`src/rtl/m4mf_pkg.sv`:
```
`timescale 1ns / 1ps
// ----------------------------------------------------------------------------
// m4mf_pkg
// Shared types and constants for the fixed-point 4x4 matrix multiplier.
// ----------------------------------------------------------------------------
package m4mf_pkg;

  localparam int MATRIX_SIZE = 4;
  localparam int ELEM_COUNT  = MATRIX_SIZE * MATRIX_SIZE;
  localparam int IDX_W       = 4;
  localparam int SZ_W        = $clog2(MATRIX_SIZE);
  localparam int DATA_W      = 32;
  localparam int FRAC_BITS   = 16;
  localparam int PROD_W      = 2 * DATA_W;
  // room for MATRIX_SIZE full products plus a guard bit
  localparam int ACC_W       = PROD_W + SZ_W + 1;

  typedef struct packed {
    logic [IDX_W-1:0]         element_index;
    logic signed [DATA_W-1:0] left_element;
    logic signed [DATA_W-1:0] right_element;
  } in_item_t;

  typedef struct packed {
    logic signed [DATA_W-1:0] product_element;
    logic [IDX_W-1:0]         product_index;
    logic                     clipped;
    logic                     final_element;
  } out_item_t;

  typedef enum logic [1:0] {
    ST_IDLE,
    ST_RUN,
    ST_DRAIN
  } state_t;

endpackage

```
`src/rtl/matrix4_multiply_fixed.sv`:
```
`timescale 1ns / 1ps
// ----------------------------------------------------------------------------
// matrix4_multiply_fixed
// Signed Q16.16 4x4 matrix product from two element stores and one MAC.
// ----------------------------------------------------------------------------
//  channel | ports                     | handshake
//  --------+---------------------------+---------------------------------
//  input   | in_item                   | accepted when start && !busy
//  result  | out_valid, out_item       | one-cycle strobe, no back-pressure
//
//  the load beat at index 15 starts the product
//  the product runs one multiply-accumulate per cycle through a single MAC
//  results come in row-major order, the last one with busy already low
//  rst_n (synchronous) clears control only; store contents stay undefined
//  until written
// ----------------------------------------------------------------------------
module matrix4_multiply_fixed (
  input  logic                clk,
  input  logic                rst_n,
  input  logic                start,
  output logic                busy,
  input  m4mf_pkg::in_item_t  in_item,
  output logic                out_valid,
  output m4mf_pkg::out_item_t out_item
);
  import m4mf_pkg::*;

  localparam int CNT_W = 3 * SZ_W;

  state_t state_r, state_nxt;
  logic [CNT_W-1:0] cnt_r, cnt_nxt;

  logic accept, ld_we, issue, last_issue;
  logic [SZ_W-1:0] row_i, col_k, sum_j;
  logic [IDX_W-1:0] left_ra, right_ra;
  logic [DATA_W-1:0] left_rd, right_rd;

  // stage 1: ram data arrives
  logic s1_vld_r, s1_first_r, s1_last_r;
  logic [IDX_W-1:0] s1_pos_r;
  // stage 2: product
  logic s2_vld_r, s2_first_r, s2_last_r;
  logic [IDX_W-1:0] s2_pos_r;
  logic signed [PROD_W-1:0] prod_r;
  // stage 3: accumulator
  logic s3_done_r;
  logic [IDX_W-1:0] s3_pos_r;
  logic signed [ACC_W-1:0] acc_r, acc_nxt, prod_ext;
  // output
  logic signed [ACC_W-1:0] shifted;
  logic fits;
  logic out_valid_r;
  out_item_t out_item_r, out_item_nxt;

  assign accept = start && !busy;
  assign {row_i, col_k, sum_j} = cnt_r;
  assign last_issue = (cnt_r == CNT_W'(ELEM_COUNT * MATRIX_SIZE - 1));
  assign left_ra  = IDX_W'({row_i, sum_j});
  assign right_ra = IDX_W'({sum_j, col_k});

  m4mf_ram #(.WIDTH(DATA_W), .DEPTH(ELEM_COUNT)) u_left_ram (
    .clk  (clk),
    .we   (ld_we),
    .waddr(in_item.element_index),
    .wdata(in_item.left_element),
    .raddr(left_ra),
    .rdata(left_rd)
  );

  m4mf_ram #(.WIDTH(DATA_W), .DEPTH(ELEM_COUNT)) u_right_ram (
    .clk  (clk),
    .we   (ld_we),
    .waddr(in_item.element_index),
    .wdata(in_item.right_element),
    .raddr(right_ra),
    .rdata(right_rd)
  );

  // next state
  always_comb begin
    state_nxt = state_r;
    unique case (state_r)
      ST_IDLE: begin
        if (accept && in_item.element_index == IDX_W'(ELEM_COUNT - 1)) begin
          state_nxt = ST_RUN;
        end
      end
      ST_RUN: begin
        if (last_issue) begin
          state_nxt = ST_DRAIN;
        end
      end
      ST_DRAIN: begin
        if (s3_done_r && s3_pos_r == IDX_W'(ELEM_COUNT - 1)) begin
          state_nxt = ST_IDLE;
        end
      end
      default: state_nxt = ST_IDLE;
    endcase
  end

  // state outputs
  always_comb begin
    busy  = 1'b1;
    issue = 1'b0;
    ld_we = 1'b0;
    unique case (state_r)
      ST_IDLE: begin
        busy  = 1'b0;
        ld_we = start && (32'(in_item.element_index) < ELEM_COUNT);
      end
      ST_RUN:   issue = 1'b1;
      ST_DRAIN: busy  = 1'b1;
      default:  busy  = 1'b1;
    endcase
  end

  assign cnt_nxt = issue ? cnt_r + CNT_W'(1) : '0;

  always_ff @(posedge clk) begin
    if (!rst_n) begin
      state_r     <= ST_IDLE;
      cnt_r       <= '0;
      s1_vld_r    <= 1'b0;
      s2_vld_r    <= 1'b0;
      s3_done_r   <= 1'b0;
      out_valid_r <= 1'b0;
    end else begin
      state_r     <= state_nxt;
      cnt_r       <= cnt_nxt;
      s1_vld_r    <= issue;
      s2_vld_r    <= s1_vld_r;
      s3_done_r   <= s2_vld_r && s2_last_r;
      out_valid_r <= s3_done_r;
    end
  end

  assign prod_ext = {{(ACC_W - PROD_W){prod_r[PROD_W-1]}}, prod_r};
  assign acc_nxt  = s2_first_r ? prod_ext : acc_r + prod_ext;

  always_ff @(posedge clk) begin
    s1_first_r <= (sum_j == '0);
    s1_last_r  <= (sum_j == SZ_W'(MATRIX_SIZE - 1));
    s1_pos_r   <= IDX_W'({row_i, col_k});
    s2_first_r <= s1_first_r;
    s2_last_r  <= s1_last_r;
    s2_pos_r   <= s1_pos_r;
    prod_r     <= $signed(left_rd) * $signed(right_rd);
    if (s2_vld_r) begin
      acc_r <= acc_nxt;
    end
    s3_pos_r   <= s2_pos_r;
    out_item_r <= out_item_nxt;
  end

  // arithmetic shift, then saturate to 32 bits
  assign shifted = acc_r >>> FRAC_BITS;
  assign fits = (&shifted[ACC_W-1:DATA_W-1]) || !(|shifted[ACC_W-1:DATA_W-1]);

  always_comb begin
    out_item_nxt.product_index = s3_pos_r;
    out_item_nxt.final_element = (s3_pos_r == IDX_W'(ELEM_COUNT - 1));
    out_item_nxt.clipped       = !fits;
    if (fits) begin
      out_item_nxt.product_element = shifted[DATA_W-1:0];
    end else if (shifted[ACC_W-1]) begin
      out_item_nxt.product_element = {1'b1, {(DATA_W-1){1'b0}}};
    end else begin
      out_item_nxt.product_element = {1'b0, {(DATA_W-1){1'b1}}};
    end
  end

  assign out_valid = out_valid_r;
  assign out_item  = out_item_r;

endmodule

```
`src/rtl/m4mf_ram.sv`:
```
`timescale 1ns / 1ps
// ----------------------------------------------------------------------------
// m4mf_ram
// Generic single-write, single-read RAM with registered read data.
// ----------------------------------------------------------------------------
module m4mf_ram #(
  parameter int WIDTH = 32,
  parameter int DEPTH = 16
) (
  input  logic                     clk,
  input  logic                     we,
  input  logic [$clog2(DEPTH)-1:0] waddr,
  input  logic [WIDTH-1:0]         wdata,
  input  logic [$clog2(DEPTH)-1:0] raddr,
  output logic [WIDTH-1:0]         rdata
);

  logic [WIDTH-1:0] mem [DEPTH];
  logic [WIDTH-1:0] rdata_r;

  always_ff @(posedge clk) begin
    if (we) begin
      mem[waddr] <= wdata;
    end
    rdata_r <= mem[raddr];
  end

  assign rdata = rdata_r;

endmodule

```
`config.mk`:
```
export PLATFORM = sky130hd
export DESIGN_NAME = matrix4_multiply_fixed
export DESIGN_NICKNAME = d
export VERILOG_FILES = /design/src/rtl/m4mf_pkg.sv /design/src/rtl/matrix4_multiply_fixed.sv /design/src/rtl/m4mf_ram.sv
export SDC_FILE = /design/constraint.sdc
export NUM_CORES = 2
export LEC_CHECK = 0
export BUFFER_PORTS_ARGS = -buffer_cell sky130_fd_sc_hd__buf_2
export CORE_MARGIN = 2
export CORE_UTILIZATION = 50
export CTS_CLUSTER_SIZE = 25
export DETAILED_ROUTE_END_ITERATION = 10
export PLACE_DENSITY = 0.77
export REMOVE_ABC_BUFFERS = 1
export SLEW_MARGIN = 0
export SYNTH_ARGS = -nofsm -noshare
export SYNTH_HDL_FRONTEND = slang
export SYNTH_HIERARCHICAL = 1
export SYNTH_SLANG_ARGS = --single-unit
```
`constraint.sdc`:
```
create_clock -name clk -period 23.8 [get_ports clk]
set_input_delay 3.57 -clock clk [delete_from_list [all_inputs] [get_ports clk]]
set_output_delay 3.57 -clock clk [all_outputs]
set_load 0.05 [all_outputs]
```
==> results.md <==
- Outcome: completed
- Postcts setup bufs: 0
- DR WL/cell: ~24 µm
- Area of the multi-input gates: 44130 µm²
- Tmin final: around 8.4 ns
- I/O Buffers: 110
- TritonCTS Buffers: 130
- Avg Cell Area, Syn: 13.01 µm²
- Ys async rst share: 0
- Netlist Area Pre-Place: 85770 µm²
- Critical-path maximum fanout: 32
- Placed inst area: about 89000 µm²
- Max-cap violation count: 0
- Total gr overflow: 0
- 1st-iter DRT viols: 5306
- Critical Path Max Stage Delay: between 0.8 and 0.9 ns
- Largest net degree at the start of global routing: 114
- Slew @ Worst Pin: 1.204 ns
- Ys Warns: 6
- Vias in the first global route: 56490
- Row count: 152
- Placed cells: between 8000 and 9000
- Register area: 36670 µm²
- Final Max Tran Viols: 0
- Hold Crit Class: register to register
- Crit path top cell by count: fa_1
- Clock Sinks: 1285
- First-pass GRT wire length: 329600 µm
- Post-cts resize count: 0
- CP max-delay cell: fa_1
- Yosys cell types: 75
- DIE WIDTH: 418.2 µm
- Initial antenna violation count: 26
- GRT Total Usage: 0.2462
- Worst EP arrival: 9.04 ns
- Share of layout cells above drive strength 1: 0.1144
- Most common flop cell mapped by yosys: edfxtp_1
- Vias per cell: 5.800
- Via Count: 52040
- CP Class: register to register
- Clock slew at reported path FFs: 0.06 ns
- Slew margin rel.: 0.1957
- Final HPWL DP: roughly 140000 µm
- Final setup violation count: 0
- Post-synthesis sequential area ratio: 0.4273
- Crit. End Element: register
- Clock buffer depth: 3
- WP buf/inv: 8
- RSZ-0062 raised after global routing: no
- P per Cell Area: 147.1 nW/µm²
- Synth Register Bits: approximately 1300
- Worst path depth: 27
- Cells on worst reg2reg path: 27
- # fillers: 13360
- Cell family with most CP delay: adder cells
- TritonRoute pass-1 iters: 8
- Count of mapped cells out of synthesis: roughly 6600
- Fin area: 93400 µm²
- WHS: 0.3263 ns
- Setup TNS Final: 0 ns
- Gpl congestion: 0.9179
- Post-CTS Hold Fix Bufs: 0
- H-tree depth: 4
- Non-Filler Instances: between 8000 and 9000
- DRC viols: 0
- Post-synth EDFFs: 1091
- DIE HEIGHT: 418.2 µm
- WHS Path Cells: 0
- Required @ worst endpoint: 24.42 ns
- Setup Skew: 0.06114 ns
- Fmax: 118.8 MHz
- Die area: 174900 µm²
- Core ar.: 171000 µm²
- Fin crit share: 0.3538
- I/O pin cnt: 111
- CTS Root Cell: clkbuf_16
- Fin nets: 8020
- Synthesis-to-layout area growth: 8.899%
- Endpoints failing hold: 0
- Final WL: 211500 µm
- VDD IR max: 0.0002772 V
- TritonCTS clock tree: yes
- Leakage Power: between 30 and 40 nW
- Critical path launch point type: register
- Clk_lat worst skew: 0.79 ns
- Routed Antenna Nets: 0
- Initial Util: 0.5016
through the flow:
step | util | total power (W) | setup WS, ns
after floorplan | - | 0.009583 | 15.72
after global placement | 0.5199 | 0.01142 | 15.64
after detailed placement | 0.5199 | 0.01160 | 15.47
after CTS | 0.5460 | 0.01373 | 15.42
after global routing | 0.5462 | 0.01493 | 14.86
final | 0.5463 | 0.01374 | 15.38
layer usage:
| layer | track usage | part of all wire | up-vias |
|---|---|---|---|
| met5 | 0 | 0.00040 | - |
| met4 | 0.08725 | 0.032 | 14 |
| met3 | 0.05427 | 0.099 | 456 |
| met2 | 0.4015 | 0.48 | 2773 |
| met1 | 0.3266 | 0.39 | 26840 |
| li1 | - | - | 21960 |
worst reg2reg max path: stages (launching register included):
cell	delay (ns)
dfxtp_1	0.31
buf_4	0.36
nand2_1	0.23
inv_1	0.12
fa_1	0.39
inv_1	0.24
fa_1	0.46
inv_1	0.20
fa_1	0.49
fa_1	0.83
inv_1	0.37
fa_1	0.58
inv_1	0.06
fa_1	0.53
inv_1	0.05
fa_1	0.47
inv_1	0.05
fa_1	0.45
ha_1	0.38
a21o_1	0.22
a21o_1	0.18
a21oi_1	0.29
nand3b_1	0.11
a211oi_1	0.27
nor2_1	0.15
a211oi_1	0.25
o31ai_1	0.10
xor2_1	0.15
state kept, by name (all words and copies together) (netlist names):
name / count
acc_r: 67
cnt_r: 6
out_item: 38
out_valid: 1
prod_r: 64
s1_first_r: 1
s1_last_r: 1
s1_pos_r: 4
s1_vld_r: 1
s2_first_r: 1
s2_last_r: 1
s2_pos_r: 4
s2_vld_r: 1
s3_done_r: 1
s3_pos_r: 4
state_r: 2
u_left_ram/mem: 512
u_left_ram/rdata: 32
u_right_ram/mem: 512
u_right_ram/rdata: 32
cells in the mapped netlist (8+ instances only):
| master | number | area (µm²) |
|---|---|---|
| a211oi_1 | 17 | 127.6 |
| dfxtp_1 | 194 | 3884 |
| buf_4 | 22 | 165.2 |
| o21a_1 | 11 | 82.58 |
| nor2b_1 | 48 | 300.3 |
| a22oi_1 | 129 | 968.4 |
| and3_1 | 18 | 112.6 |
| edfxtp_1 | 1091 | 32760 |
| nand3_1 | 29 | 145.1 |
| buf_1 | 21 | 78.83 |
| clkbuf_1 | 277 | 1040 |
| a21oi_1 | 145 | 725.7 |
| a21o_1 | 95 | 713.2 |
| o21ai_1 | 14 | 70.07 |
| o21bai_1 | 20 | 150.1 |
| ha_1 | 252 | 3153 |
| buf_2 | 11 | 55.05 |
| or3_1 | 8 | 50.05 |
| fa_1 | 1083 | 21680 |
| and2_1 | 524 | 3278 |
| xor2_1 | 49 | 429.2 |
| nand4_1 | 33 | 206.5 |
| nand2b_1 | 19 | 118.9 |
| mux4_2 | 256 | 5766 |
| o21ai_0 | 136 | 680.7 |
| o31ai_1 | 11 | 82.58 |
| or2_2 | 10 | 62.56 |
| nand2_1 | 694 | 2605 |
| xnor2_1 | 88 | 770.7 |
| inv_1 | 1032 | 3874 |
| nor4_1 | 10 | 62.56 |
| a31oi_1 | 14 | 87.58 |
| nor2_1 | 100 | 375.4 |
| nor3_1 | 26 | 130.1 |
final cells by class:
class                   count  area share
flip-flops and latches   1285      0.3926
multi-input cells        3940      0.4725
well taps                2233     0.02991
clock inverters            74     0.01025
inverters                1033     0.04151
diodes                     19   0.0005091
clock buffers             165     0.03754
repair buffers            224     0.01519
logic make-up (layout without fill, tap and decap cells):
kind of cell,Yosys count,count (layout),synth area share
other,0,19,0
adders and majority gates,1335,1335,0.2895
AOI/OAI and AO/OA,661,661,0.05046
buffers and inverters,1369,1496,0.06140
DFF,1285,1285,0.4273
muxes,262,262,0.06801
xor gates and xnor gates,137,137,0.01399
and+or+nand+nor,1545,1545,0.08932
placed cells by master, fill, tap and decap left out, drive strengths merged, types with 10 or more instances in the layout:
master and count:
a211oi 21, a21o 95, a21oi 146, a22oi 129, a31oi 14, and2 525
and3 18, buf 224, bufinv 10, clkbuf 165, clkinv 52, dfxtp 194
diode 19, edfxtp 1091, fa 1083, ha 252, inv 1037, mux4 256
nand2 694, nand2b 19, nand3 30, nand4 33, nor2 100, nor2b 48
nor3 26, nor4 10, o21a 11, o21ai 151, o21bai 20, o31ai 11
or2 10, xnor2 88, xor2 49
path summary, 6_finish.rpt:
check                                           from     endpoint  slack (ns)
worst max register to register  u_right_ram/rdata[5]   prod_r[62]       15.38
worst max-delay path            u_right_ram/rdata[5]   prod_r[62]       15.38
worst min register to register           s2_pos_r[1]  s3_pos_r[1]        0.33
worst min-delay path                     s2_pos_r[1]  s3_pos_r[1]        0.33
power by group:
| part | switching (W) | leakage, nW | total, W | internal (W) |
|---|---|---|---|---|
| combinational | 0.00513 | 23.9 | 0.00891 | 0.00378 |
| sequential | 0.0000536 | 11.5 | 0.00273 | 0.00268 |
| clock | 0.000915 | 2.14 | 0.00209 | 0.00118 |
| total | 0.00610 | 37.5 | 0.0137 | 0.00763 |
Power figures use the tool's default switching activity.
